$ cat src/sv/qdbp_pkg.sv
// ============================================================================
// qdbp_pkg: shared types and constants for the 64-QAM demapper byte packer
// Holds the beat structs of both channels, the queue entry format and the
// Gray table that turns one odd level into three bits.
// ============================================================================
package qdbp_pkg;

    // Number of bits carried by one level and by one output byte.
    localparam int unsigned GRAY_BITS = 3;
    localparam int unsigned BYTE_BITS = 8;

    // Widths of the packing datapath: residue plus the bits of one I/Q symbol.
    localparam int unsigned RES_W = 7;
    localparam int unsigned ACC_W = RES_W + 2 * GRAY_BITS;
    localparam int unsigned CNT_W = 4;

    // Top bit flip applied to every emitted byte.
    localparam logic [7:0] MSB_FLIP = 8'h80;

    // Gray code of each level, indexed by (level + 7) / 2.
    localparam logic [2:0] GRAY_CODE [8] = '{
        3'd0, 3'd1, 3'd3, 3'd2, 3'd6, 3'd4, 3'd5, 3'd7
    };

    // Input beat: one symbol.
    typedef struct packed {
        logic signed [7:0] i_level;
        logic signed [7:0] q_level;
    } sym_beat_t;

    // Output beat: one result per symbol.
    typedef struct packed {
        logic       byte_valid;
        logic [7:0] out_byte;
        logic       i_invalid;
        logic       q_invalid;
    } res_beat_t;

    // Classified symbol held in the queue between front and back.
    typedef struct packed {
        logic       i_ok;
        logic [2:0] i_bits;
        logic       q_ok;
        logic [2:0] q_bits;
    } sym_entry_t;

    // Level is valid when odd and within -7..7.
    function automatic logic level_ok(input logic signed [7:0] level);
        return (level >= -8'sd7) && (level <= 8'sd7) && level[0];
    endfunction

    // Gray bits of a valid level; meaningless for other levels.
    function automatic logic [2:0] level_bits(input logic signed [7:0] level);
        logic [7:0] sum;
        sum = 8'(level + 8'sd7);
        return GRAY_CODE[sum[3:1]];
    endfunction

endpackage

$ cat src/sv/qdbp_front.sv
// ============================================================================
// qdbp_front: symbol classifier
// Checks each level against the constellation and looks up its Gray bits.
// ============================================================================
module qdbp_front (
    input  qdbp_pkg::sym_beat_t  sym,
    output qdbp_pkg::sym_entry_t entry
);
    import qdbp_pkg::*;

    // Classify both levels of the symbol independently.
    always_comb
    begin
        entry.i_ok   = level_ok(sym.i_level);
        entry.i_bits = level_bits(sym.i_level);
        entry.q_ok   = level_ok(sym.q_level);
        entry.q_bits = level_bits(sym.q_level);
    end

endmodule

$ cat src/sv/qdbp_queue.sv
// ============================================================================
// qdbp_queue: two-entry queue of classified symbols
// Decouples the classifier from the packer so each side stalls on its own.
// ============================================================================
module qdbp_queue (
    input  logic                 clk,
    input  logic                 rst_n,
    input  logic                 push,
    input  qdbp_pkg::sym_entry_t push_data,
    input  logic                 pop,
    output logic                 full,
    output logic                 not_empty,
    output qdbp_pkg::sym_entry_t head
);
    import qdbp_pkg::*;

    sym_entry_t  slot_reg [2];
    logic        wr_ptr_reg;
    logic        wr_ptr_next;
    logic        rd_ptr_reg;
    logic        rd_ptr_next;
    logic [1:0]  count_reg;
    logic [1:0]  count_next;

    // Status flags and head of the queue.
    assign full      = (count_reg == 2'd2);
    assign not_empty = (count_reg != 2'd0);
    assign head      = slot_reg[rd_ptr_reg];

    // Pointer and occupancy update.
    always_comb
    begin
        wr_ptr_next = push ? ~wr_ptr_reg : wr_ptr_reg;
        rd_ptr_next = pop ? ~rd_ptr_reg : rd_ptr_reg;
        count_next  = count_reg;
        if (push && !pop)
        begin
            count_next = count_reg + 2'd1;
        end
        else if (pop && !push)
        begin
            count_next = count_reg - 2'd1;
        end
    end

    always_ff @(posedge clk or negedge rst_n)
    begin
        if (!rst_n)
        begin
            wr_ptr_reg <= 1'b0;
            rd_ptr_reg <= 1'b0;
            count_reg  <= 2'd0;
        end
        else
        begin
            wr_ptr_reg <= wr_ptr_next;
            rd_ptr_reg <= rd_ptr_next;
            count_reg  <= count_next;
        end
    end

    // Entry storage; no reset needed for payload.
    always_ff @(posedge clk)
    begin
        if (push)
        begin
            slot_reg[wr_ptr_reg] <= push_data;
        end
    end

endmodule

$ cat src/sv/qdbp_back.sv
// ============================================================================
// qdbp_back: bit packer
// Appends the Gray bits of each classified symbol to the residue, cuts off
// a byte when eight bits are held and keeps the result in an output register.
// ============================================================================
module qdbp_back (
    input  logic                 clk,
    input  logic                 rst_n,
    input  logic                 entry_valid,
    input  qdbp_pkg::sym_entry_t entry,
    output logic                 entry_pop,
    output qdbp_pkg::res_beat_t  res,
    output logic                 res_valid,
    input  logic                 res_stall
);
    import qdbp_pkg::*;

    logic [RES_W-1:0] residue_bits_reg;
    logic [RES_W-1:0] residue_bits_next;
    logic [2:0]       residue_count_reg;
    logic [2:0]       residue_count_next;
    logic             out_valid_reg;
    logic             out_valid_next;
    res_beat_t        out_reg;
    res_beat_t        out_next;

    logic [ACC_W-1:0] acc_i;
    logic [ACC_W-1:0] acc_q;
    logic [CNT_W-1:0] cnt_i;
    logic [CNT_W-1:0] cnt_q;
    logic [CNT_W-1:0] cnt_left;
    logic [ACC_W-1:0] keep_mask;
    logic             load;

    // Take a new entry whenever the output register is free or drains now.
    assign load      = entry_valid && (!out_valid_reg || !res_stall);
    assign entry_pop = load;
    assign res       = out_reg;
    assign res_valid = out_valid_reg;

    // Append I bits, then Q bits, and split off a full byte.
    always_comb
    begin
        acc_i = {{(ACC_W - RES_W){1'b0}}, residue_bits_reg};
        cnt_i = {1'b0, residue_count_reg};
        if (entry.i_ok)
        begin
            acc_i = {acc_i[ACC_W-GRAY_BITS-1:0], entry.i_bits};
            cnt_i = cnt_i + CNT_W'(GRAY_BITS);
        end
        acc_q = acc_i;
        cnt_q = cnt_i;
        if (entry.q_ok)
        begin
            acc_q = {acc_i[ACC_W-GRAY_BITS-1:0], entry.q_bits};
            cnt_q = cnt_i + CNT_W'(GRAY_BITS);
        end

        out_next.i_invalid  = !entry.i_ok;
        out_next.q_invalid  = !entry.q_ok;
        out_next.byte_valid = 1'b0;
        out_next.out_byte   = 8'd0;
        cnt_left            = cnt_q;
        if (cnt_q >= CNT_W'(BYTE_BITS))
        begin
            cnt_left            = cnt_q - CNT_W'(BYTE_BITS);
            out_next.byte_valid = 1'b1;
            out_next.out_byte   = 8'(acc_q >> cnt_left) ^ MSB_FLIP;
        end
        keep_mask          = (ACC_W'(1) << cnt_left) - ACC_W'(1);
        residue_bits_next  = RES_W'(acc_q & keep_mask);
        residue_count_next = cnt_left[2:0];
    end

    // Output valid follows loads and drains.
    always_comb
    begin
        out_valid_next = out_valid_reg;
        if (load)
        begin
            out_valid_next = 1'b1;
        end
        else if (!res_stall)
        begin
            out_valid_next = 1'b0;
        end
    end

    always_ff @(posedge clk or negedge rst_n)
    begin
        if (!rst_n)
        begin
            residue_bits_reg  <= '0;
            residue_count_reg <= 3'd0;
            out_valid_reg     <= 1'b0;
        end
        else
        begin
            out_valid_reg <= out_valid_next;
            if (load)
            begin
                residue_bits_reg  <= residue_bits_next;
                residue_count_reg <= residue_count_next;
            end
        end
    end

    // Result payload register.
    always_ff @(posedge clk)
    begin
        if (load)
        begin
            out_reg <= out_next;
        end
    end

endmodule

$ cat src/sv/qam64_demap_byte_pack.sv
// ============================================================================
// qam64_demap_byte_pack: 64-QAM Gray demapper with byte packing
// Turns I/Q symbol levels into Gray bits and packs them into bytes.
// ============================================================================
// Usage:
//   Input channel sym/sym_valid/sym_stall carries one symbol per beat as
//   signed I and Q levels. Output channel res/res_valid/res_stall returns
//   exactly one result beat per symbol, in order: a byte flag, the byte
//   with its top bit inverted, and an invalid flag for each level.
//   A level that is not odd in -7..7 adds no bits and sets its flag.
//   An accepted symbol is held in the queue, and its result is registered
//   in the output register before it is shown.
//   Throughput is one symbol per cycle while res_stall is low, set by the
//   packer that updates the residue for each symbol it takes from the queue.
//   A two-entry queue sits between the classifier and the packer; when the
//   receiver stalls, the output register holds its beat, the queue fills,
//   and sym_stall rises once both queue entries are taken.
//   Reset clears the residue (no pending bits), the queue and the output
//   valid; bits that never complete a byte are kept and never emitted.
// ============================================================================
module qam64_demap_byte_pack (
    input  logic                clk,
    input  logic                rst_n,
    input  qdbp_pkg::sym_beat_t sym,
    input  logic                sym_valid,
    output logic                sym_stall,
    output qdbp_pkg::res_beat_t res,
    output logic                res_valid,
    input  logic                res_stall
);
    import qdbp_pkg::*;

    sym_entry_t front_entry;
    sym_entry_t queue_head;
    logic       queue_full;
    logic       queue_not_empty;
    logic       queue_pop;
    logic       queue_push;

    // Accept a beat whenever the queue has room.
    assign sym_stall  = queue_full;
    assign queue_push = sym_valid && !queue_full;

    qdbp_front u_front (
        .sym   (sym),
        .entry (front_entry)
    );

    qdbp_queue u_queue (
        .clk       (clk),
        .rst_n     (rst_n),
        .push      (queue_push),
        .push_data (front_entry),
        .pop       (queue_pop),
        .full      (queue_full),
        .not_empty (queue_not_empty),
        .head      (queue_head)
    );

    qdbp_back u_back (
        .clk         (clk),
        .rst_n       (rst_n),
        .entry_valid (queue_not_empty),
        .entry       (queue_head),
        .entry_pop   (queue_pop),
        .res         (res),
        .res_valid   (res_valid),
        .res_stall   (res_stall)
    );

endmodule

$ cat config.mk
export PLATFORM = sky130hd
export DESIGN_NAME = qam64_demap_byte_pack
export DESIGN_NICKNAME = d
export VERILOG_FILES = /design/src/sv/qdbp_pkg.sv /design/src/sv/qdbp_front.sv /design/src/sv/qdbp_queue.sv /design/src/sv/qdbp_back.sv /design/src/sv/qam64_demap_byte_pack.sv
export SDC_FILE = /design/constraint.sdc
export NUM_CORES = 1
export LEC_CHECK = 0
export ABC_AREA = 1
export CAP_MARGIN = 20
export CORE_ASPECT_RATIO = 1.25
export CORE_MARGIN = 2
export CORE_UTILIZATION = 58
export DETAILED_ROUTE_END_ITERATION = 10
export DONT_BUFFER_PORTS = 1
export GPL_ROUTABILITY_DRIVEN = 1
export HOLD_SLACK_MARGIN = 0.05
export PLACE_DENSITY = 0.76
export SLEW_MARGIN = 10
export SYNTH_ARGS = -nofsm -noshare
export SYNTH_HDL_FRONTEND = slang
export SYNTH_SLANG_ARGS = --single-unit
$ cat constraint.sdc
create_clock -name clk -period 2.25 [get_ports clk]
set_input_delay 0.675 -clock clk [delete_from_list [all_inputs] [get_ports clk]]
set_output_delay 0.675 -clock clk [all_outputs]
set_load 0.005 [all_outputs]
**Yosys cells after proc, flatten, opt, wreduce, memory -nomap -nowiden**

Memory sizes are Yosys's and may differ from the RTL's.
Index checks and enable logic that the tools add are counted.
W data, S select, Z words.

- ROM bits: 48
- Memory bits (writable): 16
- Bits of input ports: 20
- Memories kept: 3
- Logic and storage cells: 72
- Register bits: 26
- Bits in latches: 0
- Output and inout port bits: 13

Memory list:

| name | words | bits a word | rd ports | clocked after Yosys merged registers in | wr ports | line | RTL |
|---|---|---|---|---|---|---|---|
| (no name shown) | 8 | 3 | 1 | 0 | 0 | qdbp_pkg.sv:56 | `return GRAY_CODE[sum[3:1]];` |
| (no name shown) | 8 | 3 | 1 | 0 | 0 | qdbp_pkg.sv:56 |  |
| u_queue.slot_reg | 2 | 8 | 1 | 0 | 1 | qdbp_queue.sv:17 | `sym_entry_t slot_reg [2];` |

- Multiply operators: 0
- Shift-type cells: 2
- Div/mod/pow operators: 0
- Reductions and logical operators: 18
- Add/sub/neg operators: 8
- Mux-type cells: 16
- Equal/unequal tests: 2
- Bitwise gates (word level): 6
- Order comparisons: 7

Operator list:

| operator | count |
|---|---|
| $ge A8 B4 Y1 const B | 2 |
| $le A8 B4 Y1 const B | 2 |
| $mux W13 | 1 |
| $shr A13 B4 Y8 | 1 |
| $ge A4 B4 Y1 const B | 3 |
| $mux W3 | 4 |
| $mux W4 | 3 |
| $mux W10 | 1 |
| $mux W9 | 1 |
| $add A4 B4 Y4 const B | 2 |
| $logic_and A1 B1 Y1 | 8 |
| $not A3 Y4 | 2 |
| $and A7 B7 Y7 | 1 |
| $logic_not A1 Y1 | 7 |
| $shl A1 B4 Y7 const A | 1 |
| $sub A7 B2 Y7 const B | 1 |
| $add A3 B2 Y4 const B | 1 |
| $add A4 B2 Y4 const B | 1 |
| $mux W1 | 4 |
| $mux W2 | 2 |
| $reduce_bool A2 Y1 | 2 |
| $sub A4 B4 Y4 const B | 1 |
| $not A1 Y1 | 3 |
| $add A2 B1 Y2 const B | 1 |
| other kinds (4) | 4 |

**Longest topological paths before layout**

Gate-level depths: netlist of run 1.

- Depth in word-level cells: 9
- Depth in mapped cells: 20
- Depth with buffers taken out: 19

**By module**

From an unflattened synthesis of run 1, not the netlist that was laid out.

- Cell total of the unflattened synthesis: 421
- Area, all modules: 3,040.4 um^2

Modules (own cells, without submodules):

| module | times used | cells each | area each (um^2) |
|---|---|---|---|
| qdbp_back | 1 | 277 | 1,804.2 |
| qdbp_queue | 1 | 50 | 818.3 |
| qdbp_front | 1 | 92 | 407.9 |
| qam64_demap_byte_pack | 1 | 2 | 10.0 |

**Worst setup path before layout of run 1**

OpenSTA, ideal clock, no wires.

- Path type: register -> register
- From: reg u_back.residue_count_reg[0]
- To: reg u_back.residue_bits_reg[4]
- Required time: 2,097 ps
- Buffers on the path: 1
- Cell stages (with the launch flop): 18
- Library setup time: 153 ps
- Arrival time: 2,282 ps
- Setup slack: -185 ps
- Cell sequence: dfrtp_1 buf_2 inv_1 ha_1 inv_1 nand2_2 nand2_2 inv_2 ha_1 or2_1 nand2_2 nor2_2 nand2_1 ha_1 inv_1 o21ai_0 nand3_1 o21ai_0

- Longest elaborated chain between the ends: 9
- Elaborated cells between the ends (all ways): 10
- Classes of those cells: add/sub: 4; order compare: 1; shift: 1; mux: 3; bitwise: 1

Ends and longest elaborated chain:

| what | line | RTL |
|---|---|---|
| start: declaration | qdbp_back.sv:20 | `logic [2:0] residue_count_reg;` |
| start signal: assignment | qdbp_back.sv:103 | `residue_count_reg <= residue_count_next;` |
| $add A3 B2 Y4 | qdbp_back.sv:49 | `cnt_i = cnt_i + CNT_W'(GRAY_BITS);` |
| $mux W4 * | qdbp_back.sv:46 | `if (entry.i_ok)` |
| $add A4 B2 Y4 | qdbp_back.sv:56 | `cnt_q = cnt_i + CNT_W'(GRAY_BITS);` |
| $mux W4 * | qdbp_back.sv:53 | `if (entry.q_ok)` |
| $sub A4 B4 Y4 / $ge A4 B4 Y1 (equally long branches) | qdbp_back.sv:66, qdbp_back.sv:64 |  |
| $mux W4 * | qdbp_back.sv:64 | `if (cnt_q >= CNT_W'(BYTE_BITS))` |
| $shl A1 B4 Y7 * | qdbp_back.sv:70 | `keep_mask = (ACC_W'(1) << cnt_left) - ACC_W'(1);` |
| $sub A7 B2 Y7 * | qdbp_back.sv:70 |  |
| $and A7 B7 Y7 * | qdbp_back.sv:71 | `residue_bits_next = RES_W'(acc_q & keep_mask);` |
| end signal: assignment | qdbp_back.sv:102 | `residue_bits_reg <= residue_bits_next;` |
| end: declaration | qdbp_back.sv:18 | `logic [RES_W-1:0] residue_bits_reg;` |

Every way passes the cells marked *; elsewhere a longest branch is shown, timed or not.
A chain may end at the register's enable or synchronous reset.

**Worst setup path after layout of run 1**

- From: reg u_back.residue_count_reg[1]
- To: reg u_back.out_reg (netlist bit u_back.res[7]), data pin

- Longest elaborated chain between the ends: 6
- Elaborated cells between the ends (all ways): 7
- Classes of those cells: add/sub: 3; order compare: 1; shift: 1; mux: 2

Ends and longest elaborated chain:

| what | line | RTL |
|---|---|---|
| $add A3 B2 Y4 | qdbp_back.sv:49 |  |
| $mux W4 * | qdbp_back.sv:46 |  |
| $add A4 B2 Y4 | qdbp_back.sv:56 |  |
| $mux W4 * | qdbp_back.sv:53 |  |
| $sub A4 B4 Y4 | qdbp_back.sv:66 | `cnt_left = cnt_q - CNT_W'(BYTE_BITS);` |
| $shr A13 B4 Y8 | qdbp_back.sv:68 | `out_next.out_byte = 8'(acc_q >> cnt_left) ^ MSB_FLIP;` |
| end signal: assignment | qdbp_back.sv:113 | `out_reg <= out_next;` |
| end: declaration | qdbp_back.sv:24 | `res_beat_t out_reg;` |

Marks and branches as above.

==> results.md, run 1 <==
- Post-synth top area share: 26.79%
- Required time reported for the critical path endpoint: ~2.3 ns
- Syn Nets: between 400 and 500
- Height of the die: 84.77 µm
- Cell area after placement: about 3200 µm²
- Post-layout nets: 447
- Final-layout fill cell count: 400
- Core Footprint: just over 5000 µm²
- Area added between synthesis and finish: 14.22%
- Yosys synthesis warning count: 0
- Number of nets still failing antenna checks after routing: 0
- Post-DP HPWL: 5.013 mm
- Overflow left after global routing: 0
- Number of port buffers: 0
- Worst setup path category: register to register
- TritonCTS clock tree: built
- Combined flip-flop and latch cell area: approximately 1200 µm²
- Total vias in the final route: between 2000 and 3000
- Slowest cell on the critical path: sky130_fd_sc_hd__dfrtp_1
- Number of flip-flops in the largest register: 16
- Starting DRT DRC Count: roughly 160
- Total die area: 5816 µm²
- # rows: 29
- Post-Synthesis Cell Area: 3027 µm²
- Layout cell share with drive strength beyond 1: about a quarter
- Number of design rule violations left after detail routing: 0
- Crit path to: u_back.res[7]$_SDFFCE_PN0P_
- Final antenna diode count: 0
- Clock Root Buffer: sky130_fd_sc_hd__clkbuf_8
- Average via count per standard cell: 5.616
- Clock Tree Buf Depth: 2
- Pin count of the biggest net entering global routing: 26
- Time the worst path needs with I/O delays and setup: 2.194 ns
- Worst-Margin Slew: 0.5054 ns
- Hold crit path type: primary input to async pin
- Max Cap Viol: 0
- DRT Pass-1 Iters: 4
- Post-Route Skew: 0.008766 ns
- Global routing usage on met2: 43.97%
- Most common cell after layout, fill and taps aside: sky130_fd_sc_hd__nand2_1
- CP cell instances: inv_2 > ha_4 > inv_2 > nand2_2 > nand2_2 > inv_2 > ha_4 > inv_1 > nand2_2 > inv_2 > nand2_2 > nand2_4 > buf_4 > buf_4 > nand2_1 > nor2_1 > nor2_1 > nand3_1 > inv_1
- Number of global-route vias before repair: about 2600
- Critical path arrival: 2.26 ns
- Final setup violation count: 0
- FF-to-FF End: u_back.res[7]$_SDFFCE_PN0P_
- Wire length of the first global-routing pass: 11.17 mm
- Clock-pin slew of the registers on the worst-case setup and hold paths: around 0.080 ns
- Leading cell types in the layout, fill and taps excluded: 96 x sky130_fd_sc_hd__nand2_1, 65 x sky130_fd_sc_hd__nand3_1, 34 x sky130_fd_sc_hd__buf_4
- Seq/Total Area, Yosys: 39.19%
- Final hold slack: 0.06925 ns
- EDFF count, synth: 27
- H-tree levels: 2
- Routability congestion estimate: about 0.92
- Capturing element type of the critical path: register
- Gr usage total: 25.03%
- Antenna violations before repair: 0
- Crit share post-route: 97.49%
- Number of pins with negative max-slew slack in the final report: 0
- Top-level port count: 33
- Synth Area per Inst: 7.841 µm²
- Top post-synthesis cells by area: sky130_fd_sc_hd__edfxtp_1 27%, sky130_fd_sc_hd__nand2_1 13%, sky130_fd_sc_hd__dfrtp_1 12%
- Share of flip-flops with an asynchronous set or reset after synthesis: 35.71%
- Type of element launching the critical path: register
- R2r worst-path depth: 19
- Effective utilization at floorplan: between 60% and 70%
- Wirelength per Cell: roughly 14 µm
- Most used flip-flop cell after synthesis: sky130_fd_sc_hd__edfxtp_1
- Status: finished clean
- Number of failing hold endpoints at the final stage: 0
- Post-synthesis register bit count: 42
- Library cells used by synthesis: 37
- Number of CTS-inserted buffers: 5
- Clock latency on the worst-skew pair: 0.30 ns
- Crit-path max cell delay: 0.40 ns
- Beginning of the worst register-to-register path: u_back.residue_count_reg[1]$_DFFE_PN0P_
- Number of cells produced by synthesis: 386
- Achievable frequency: 455.9 MHz
- Area of all placed cells without fillers: around 3500 µm²
- Tightest slew margin relative to the limit: 66.30%
- Global routing usage on met3: between 5 and 6%
- Most used routing layer in global routing: met2
- Area of combinational cells with multiple inputs: 1628 µm²
- Horiz. Die Dim: about 69 µm
- TritonCTS Sinks: 42
- Met1 Resource Use GR: 27.87%
- Max FO, Critical Path: 6
- Register-to-register setup slack: 0.06 ns
- WL final: 6.799 mm
- Largest area contributor in the netlist: sky130_fd_sc_hd__edfxtp_1
- Launching instance or port of the critical path: u_back.residue_count_reg[1]$_DFFE_PN0P_
## metrics by stage
step,setup WS [ns],TNS (ns),util [%],cells
3_5_place_dp,-0.06022,-0.1331,64.23,465
4_1_cts,0.001751,0,66.83,476
5_1_grt,-0.03693,-0.1531,68.54,482
2_1_floorplan,0.01083,0,-,386
6_report,0.05649,0,68.54,482
3_3_place_gp,0.01187,0,64.23,465
## worst max-delay path, delay by kind of cell, from the launching register on
family	cells	cell delay, ns
and+or+nand+nor	9	0.64
buffers and inverters	8	0.58
DFF	1	0.40
adders and majority gates	2	0.34
## timing repair
action | in CTS | in global routing
hold endpoints to repair | 0 | 8
gates cloned | 0 | 0
setup endpoints to repair | 6 | 12
gates resized for setup | 5 | 17
setup buffers | 3 | 5
hold buffers | 0 | 1
pin swaps | 5 | 13
## synth_stat cells, drive strengths merged (2+ instances only)
cell and number:
mux2i 3, xor2 4, o21ai 25, nor4 2
nand3 69, xnor2 5, nand2 126, nor2 25
inv 45, dfrtp 15, o22ai 2, buf 10
ha 8, edfxtp 27, a21oi 11, or2 4
## worst min-delay path by stage
stage                     slack [ns]                                     end  cells after the start
after floorplan                 0.38            u_back.res_valid$_DFFE_PN0P_                      0
after global placement          0.38          u_queue.rd_ptr_reg$_DFFE_PN0P_                      0
after detailed placement        0.38          u_queue.rd_ptr_reg$_DFFE_PN0P_                      0
after CTS                       0.06          u_queue.rd_ptr_reg$_DFFE_PN0P_                      0
after global routing            0.06  u_back.residue_bits_reg[0]$_DFFE_PN0P_                      0
final                           0.07            u_back.res_valid$_DFFE_PN0P_                      0
## cells by family after synthesis
kind of cell,after synthesis,share of synthesized area (%)
AO/OA/AOI/OAI,41,7.937
XOR/XNOR,9,2.604
adder cells (fa/ha/maj),8,3.307
buffers and inverters,56,9.798
flip-flops,42,39.19
multiplexers,3,0.9922
AND/OR/NAND/NOR,227,36.17
## final cells by class
class                      instances  share of cell area [%]
timing repair buffer              37                   8.578
multi-input combinational        288                   47.09
clock inverter                     2                  0.2895
tap                               62                   2.244
inverter                          45                   5.357
sequential                        42                   34.35
clock buffer                       6                   2.099
## layer usage
metal  vias up  part of all wire [%]
met3        27                   4.5
li1       1334                     -
met4         0                   4.3
met1      1251                    38
met2        95                    53
met5         -                     0
Power of run 1 is not shown: default switching activity piles up to over one toggle a cycle in this logic, so the estimate is an artifact.
==> run 2, diff against run 1 <==
- CORE_UTILIZATION: 58 -> 64
- PLACE_DENSITY: 0.76 -> 0.8
- clock period: 2.25 -> 2.39 ns (I/O delays scaled with it)
==> results.md, run 2 (synthesized netlist as in run 1, its figures left out) <==
- Status: finished clean
- Clock latency on the worst-skew pair: 0.30 ns (about the same)
- Combined flip-flop and latch cell area: 1187 µm² (unchanged)
- Final antenna diode count: 0 (unchanged)
- Global routing usage on met2: 50.51% (+6.5 points)
- Clock-pin slew of the registers on the worst-case setup and hold paths: 0.09 ns (about the same)
- Number of failing hold endpoints at the final stage: 0 (unchanged)
- CP Buf/Inv Count: 5 (-3)
- Achievable frequency: 443.4 MHz (-2.7%)
- Worst slack after detailed placement: 0.02969 ns (+0.08991 ns)
- Launching instance or port of the critical path: u_back.residue_count_reg[1]$_DFFE_PN0P_
- Final design utilization: 71.03% (+2.5 points)
- Effective utilization at floorplan: 64.96% (+4.9 points)
- Core Footprint: 4659 µm² (-7.6%)
- H-tree levels: 2 (unchanged)
- Wire length of the first global-routing pass: 11.12 mm (-0.50%)
- Beginning of the worst register-to-register path: u_back.residue_count_reg[1]$_DFFE_PN0P_
- Top-level port count: 33 (unchanged)
- Overflow left after global routing: 0 (unchanged)
- Number of flip-flops in the largest register: 16 (unchanged)
- Number of pins with negative max-slew slack in the final report: 0 (unchanged)
- Clock Tree Buf Depth: 2 (unchanged)
- Number of global-route vias before repair: 2553 (-2.2%)
- Total vias in the final route: 2642 (-2.4%)
- Most used routing layer in global routing: met2
- Number of port buffers: 0 (unchanged)
- Leading cell types in the layout, fill and taps excluded: 99 x sky130_fd_sc_hd__nand2_1, 65 x sky130_fd_sc_hd__nand3_1, 37 x sky130_fd_sc_hd__inv_1
- R2r worst-path depth: 18 (-1)
- Number of CTS-inserted buffers: 5 (unchanged)
- Register-to-register setup slack: 0.13 ns (+0.08 ns)
- Total die area: 5299 µm² (-8.9%)
- Tightest slew margin relative to the limit: 70.88% (+4.6 points)
- DRT Pass-1 Iters: 5 (+1)
- TritonCTS clock tree: built
- Post-layout nets: 431 (-3.6%)
- Height of the die: 80.89 µm (-4.6%)
- Pin count of the biggest net entering global routing: 18 (-31%)
- Final-layout fill cell count: 372 (-7.0%)
- Number of design rule violations left after detail routing: 0 (unchanged)
- Setup tns final: 0 ns (unchanged)
- Number of stages on the worst setup path: 18 (-1)
- Capturing element type of the critical path: register
- Max FO, Critical Path: 5 (-1)
- Placed cell count: 454 (-2.4%)
- Clock Root Buffer: sky130_fd_sc_hd__clkbuf_8
- Post-DP HPWL: 5.138 mm (+2.5%)
- Layout cell share with drive strength beyond 1: 19.80% (-5.2 points)
- Worst-Margin Slew: 0.4368 ns (-0.06869 ns)
- WL final: 6.717 mm (-1.2%)
- Critical path's top delay family: simple AND/OR/NAND/NOR gates
- Global routing usage on met3: 4.017% (-1.3 points)
- Area of combinational cells with multiple inputs: 1587 µm² (-2.5%)
- Slowest cell on the critical path: sky130_fd_sc_hd__dfrtp_1
- Max Cap Viol: 0 (unchanged)
- Starting DRT DRC Count: 285 (+80%)
- Time the worst path needs with I/O delays and setup: 2.255 ns (+0.06189 ns)
- Post-Route Skew: 0.01266 ns (+0.003898 ns)
- Area added between synthesis and finish: 9.343%
- Most common cell after layout, fill and taps aside: sky130_fd_sc_hd__nand2_1
- Required time reported for the critical path endpoint: 2.57 ns (+0.25 ns)
- RSZ-0062 raised after global routing: true
- Final setup violation count: 0 (unchanged)
- FF-to-FF End: u_back.residue_bits_reg[6]$_DFFE_PN0P_
- TritonCTS Sinks: 42 (unchanged)
- Antenna violations before repair: 0 (unchanged)
- Crit path to: u_back.residue_bits_reg[6]$_DFFE_PN0P_
- Final Non-Filler Cells: 464 (-3.7%)
- Wirelength per Cell: 14.48 µm (+2.6%)
- Routability congestion estimate: 0.9537 (+4.2%)
- Critical path arrival: 2.43 ns (+0.17 ns)
- Gr usage total: 27.54% (+2.5 points)
- Number of nets still failing antenna checks after routing: 0 (unchanged)
- # rows: 28 (-3.4%)
- Crit-path max cell delay: 0.39 ns (about the same)
- CP cell instances: inv_2 > ha_1 > inv_1 > nand2_2 > nand2_2 > inv_2 > ha_1 > inv_1 > nand2_1 > nand3_2 > nand2_4 > nor2_4 > nand2_2 > ha_4 > inv_1 > nand2_1 > nand3_1 > o22ai_1
- Hold crit path type: primary input to async pin
- Worst setup path category: register to register
- Met1 Resource Use GR: 30.16% (+2.3 points)
- Horiz. Die Dim: 65.51 µm (-4.5%)
- Crit share post-route: 94.37% (-3.1 points)
- Type of element launching the critical path: register
- Average via count per standard cell: 5.694 (+1.4%)
- Setup ws final: 0.1346 ns (+0.07811 ns)
## run 2: cell types whose count changed in the layout (fill, tap and decap cells not counted), moves of 2 or more
cell	previous run	this run
sky130_fd_sc_hd__buf_4	34	18
sky130_fd_sc_hd__ha_1	5	7
sky130_fd_sc_hd__ha_4	3	1
sky130_fd_sc_hd__inv_1	33	37
sky130_fd_sc_hd__inv_2	8	5
sky130_fd_sc_hd__nand2_1	96	99
sky130_fd_sc_hd__nand2_2	20	18
sky130_fd_sc_hd__o21ai_0	17	19
## run 2: through the flow
stage | hold WS [ns] | area [µm²]
4_1_cts | 0.09946 | 3243
3_3_place_gp | 0.4217 | 3152
6_report | 0.09809 | 3309
2_1_floorplan | 0.4214 | 3027
3_5_place_dp | 0.4217 | 3152
5_1_grt | 0.09216 | 3309
## run 2: worst min path at each step
stage	startpoint	slack [ns]	to
floorplan	rst_n	0.42	u_back.res_valid$_DFFE_PN0P_
global placement	rst_n	0.42	u_back.residue_bits_reg[3]$_DFFE_PN0P_
detailed placement	rst_n	0.42	u_back.residue_bits_reg[4]$_DFFE_PN0P_
CTS	rst_n	0.1	u_back.residue_bits_reg[4]$_DFFE_PN0P_
global route	rst_n	0.09	u_back.residue_bits_reg[1]$_DFFE_PN0P_
finish	rst_n	0.1	u_back.residue_bits_reg[4]$_DFFE_PN0P_
## run 2: repair_timing
item	4_1_cts	5_1_grt
resized for setup	0	16
endpoints found under the setup margin	0	12
hold buffers	0	0
setup buffers	0	2
## run 2: worst reg2reg max path, cell delays in order (launching register included)
cell	delay (ns)
sky130_fd_sc_hd__dfrtp_1	0.39
sky130_fd_sc_hd__inv_2	0.07
sky130_fd_sc_hd__ha_1	0.22
sky130_fd_sc_hd__inv_1	0.06
sky130_fd_sc_hd__nand2_2	0.06
sky130_fd_sc_hd__nand2_2	0.08
sky130_fd_sc_hd__inv_2	0.04
sky130_fd_sc_hd__ha_1	0.16
sky130_fd_sc_hd__inv_1	0.05
sky130_fd_sc_hd__nand2_1	0.08
sky130_fd_sc_hd__nand3_2	0.11
sky130_fd_sc_hd__nand2_4	0.09
sky130_fd_sc_hd__nor2_4	0.16
sky130_fd_sc_hd__nand2_2	0.09
sky130_fd_sc_hd__ha_4	0.18
sky130_fd_sc_hd__inv_1	0.09
sky130_fd_sc_hd__nand2_1	0.07
sky130_fd_sc_hd__nand3_1	0.09
sky130_fd_sc_hd__o22ai_1	0.07
## run 2: cell type report
class                   count  share of cell area, %
clock inverters             1                 0.1512
repair buffers             21                  5.633
inverters                  45                  5.520
flip-flops and latches     42                  35.88
multi-input cells         288                  47.94
well taps                  60                  2.268
clock buffers               7                  2.609
## run 2: layer usage
| layer | wire length [µm] | share of wire [%] |
|---|---|---|
| met3 | 249 | 3.7 |
| met4 | 277 | 4.1 |
| met1 | 2673 | 40 |
| met5 | 0 | 0 |
| met2 | 3518 | 52 |
Power of run 2 is left out for the same reason.
==> run 3, diff against run 2 <==
- PLACE_DENSITY: 0.8 -> 0.86
==> results.md, run 3 (synthesized netlist as in run 1, its figures left out) <==
- Number of failing hold endpoints at the final stage: 0 (unchanged)
- Gr usage total: 26.39% (-1.1 points)
- Crit-path max cell delay: 0.38 ns (about the same)
- Status: finished clean
- Slowest cell on the critical path: sky130_fd_sc_hd__dfrtp_1
- Number of port buffers: 0 (unchanged)
- Number of CTS-inserted buffers: 5 (unchanged)
- Tightest slew margin relative to the limit: 68.12% (-2.8 points)
- Time the worst path needs with I/O delays and setup: 2.314 ns (+0.05862 ns)
- Core Footprint: 4659 µm² (unchanged)
- Type of element launching the critical path: register
- Average via count per standard cell: 5.777 (+1.5%)
- Number of design rule violations left after detail routing: 0 (unchanged)
- Wire length of the first global-routing pass: 10.70 mm (-3.7%)
- Number of flip-flops in the largest register: 16 (unchanged)
- Height of the die: 80.89 µm (unchanged)
- Hold crit path type: primary input to async pin
- Cell occurring most often along the worst timing path: sky130_fd_sc_hd__nand2_2
- Total vias in the final route: 2669 (+1.0%)
- Top-level port count: 33 (unchanged)
- DRT Pass-1 Iters: 4 (-1)
- Clock-pin slew of the registers on the worst-case setup and hold paths: 0.08 ns (about the same)
- Worst setup path category: register to register
- Clock Tree Buf Depth: 2 (unchanged)
- Worst-Margin Slew: 0.4782 ns (+0.04140 ns)
- Final design utilization: 70.11% (-0.91 points)
- Final setup violation count: 0 (unchanged)
- Antenna violations before repair: 0 (unchanged)
- Achievable frequency: 432.1 MHz (-2.5%)
- H-tree levels: 2 (unchanged)
- Number of pins with negative max-slew slack in the final report: 0 (unchanged)
- Count of hold buffers inserted by post-cts repair: 0 (unchanged)
- Number of nets still failing antenna checks after routing: 0 (unchanged)
- Required time reported for the critical path endpoint: 2.45 ns (-0.12 ns)
- RSZ-0062 raised after global routing: true
- Post-layout nets: 430 (-0.23%)
- WL final: 6.565 mm (-2.3%)
- Horiz. Die Dim: 65.51 µm (unchanged)
- TritonCTS Sinks: 42 (unchanged)
- Routability congestion estimate: 0.9655 (+1.2%)
- Wirelength per Cell: 14.21 µm (-1.8%)
- Final-layout fill cell count: 368 (-1.1%)
- Area of all placed cells without fillers: 3267 µm² (-1.3%)
- # rows: 28 (unchanged)
- Most common cell after layout, fill and taps aside: sky130_fd_sc_hd__nand2_1
- Area of combinational cells with multiple inputs: 1579 µm² (-0.47%)
- Clock Root Buffer: sky130_fd_sc_hd__clkbuf_8
- Max FO, Critical Path: 8 (+3)
- Cell area after placement: 3132 µm² (-0.64%)
- Overflow left after global routing: 0 (unchanged)
- Critical path arrival: 2.38 ns (-0.05 ns)
- Leading cell types in the layout, fill and taps excluded: 99 x sky130_fd_sc_hd__nand2_1, 66 x sky130_fd_sc_hd__nand3_1, 38 x sky130_fd_sc_hd__inv_1
- Setup tns final: 0 ns (unchanged)
- Crit share post-route: 96.82% (+2.5 points)
- Clock latency on the worst-skew pair: 0.30 ns (about the same)
- Number of global-route vias before repair: 2456 (-3.8%)
- Total die area: 5299 µm² (unchanged)
- TritonCTS clock tree: built
- Area added between synthesis and finish: 7.937%
- Capturing element type of the critical path: register
- Pin count of the biggest net entering global routing: 26 (+8)
- Combined flip-flop and latch cell area: 1187 µm² (unchanged)
- Final antenna diode count: 0 (unchanged)
- Post-Route Skew: 0.01188 ns (-0.0007855 ns)
- Starting DRT DRC Count: 220 (-23%)
- Max Cap Viol: 0 (unchanged)
- Layout cell share with drive strength beyond 1: 18.41% (-1.4 points)
- CP cell instances: inv_2 > ha_1 > inv_1 > nand2_2 > nand2_2 > inv_2 > ha_1 > or2_1 > nand2_2 > buf_6 > nand2_1 > nor2_1 > nor2_1 > nand3_1 > inv_1
- Effective utilization at floorplan: 64.96% (unchanged)
- Post-DP HPWL: 4.937 mm (-3.9%)
## run 3: stage by stage
step           setup slack, ns  hold WS [ns]  instances
2_1_floorplan          0.01236        0.4214        386
4_1_cts                0.03363       0.09521        460
3_5_place_dp           0.05335        0.4218        453
5_1_grt               -0.02377       0.08247        462
3_3_place_gp            0.1528        0.4219        453
6_report               0.07598       0.09656        462
## run 3: per-layer routing
metal | global-route usage, % | vias to the layer above | share of wire, %
met3 | 5.402 | 32 | 5.6
li1 | - | 1303 | -
met5 | 0 | - | 0
met2 | 48.88 | 117 | 53
met1 | 28.56 | 1217 | 37
met4 | 12.29 | 0 | 4.7
## run 3: final cells by class
cell class | instances | area share, %
timing repair buffer | 20 | 5.094
multi-input combinational | 288 | 48.33
clock buffer | 6 | 2.221
clock inverter | 1 | 0.1149
sequential | 42 | 36.35
tap | 60 | 2.298
inverter | 45 | 5.592
## run 3: path summary, 6_finish.rpt
path	cells after the start	start	to	slack, ns
worst max register to register	15	u_back.residue_count_reg[1]$_DFFE_PN0P_	u_back.res[7]$_SDFFCE_PN0P_	0.08
worst max-delay path	15	u_back.residue_count_reg[1]$_DFFE_PN0P_	u_back.res[7]$_SDFFCE_PN0P_	0.08
worst min-delay path	0	rst_n	u_back.residue_count_reg[2]$_DFFE_PN0P_	0.1
worst min register to register	2	u_queue.wr_ptr_reg$_DFFE_PN0P_	u_queue.wr_ptr_reg$_DFFE_PN0P_	0.55
max in group asynchronous	0	rst_n	u_queue.count_reg[1]$_DFFE_PN0P_	2.21
min in group clk	2	u_queue.wr_ptr_reg$_DFFE_PN0P_	u_queue.wr_ptr_reg$_DFFE_PN0P_	0.55
## run 3: critical path, delay by kind of cell, from the launching register on
family | cells | cell delay [ns]
adder cells (fa/ha/maj) | 2 | 0.54
buffers and inverters | 5 | 0.34
flip-flops | 1 | 0.38
AND/OR/NAND/NOR | 8 | 0.83
## run 3: repair_timing
action                                  in CTS  in global routing
setup buffers                                0                  2
endpoints found under the setup margin       0                 12
gates resized for setup                      0                 12
Power of run 3 is left out for the same reason.
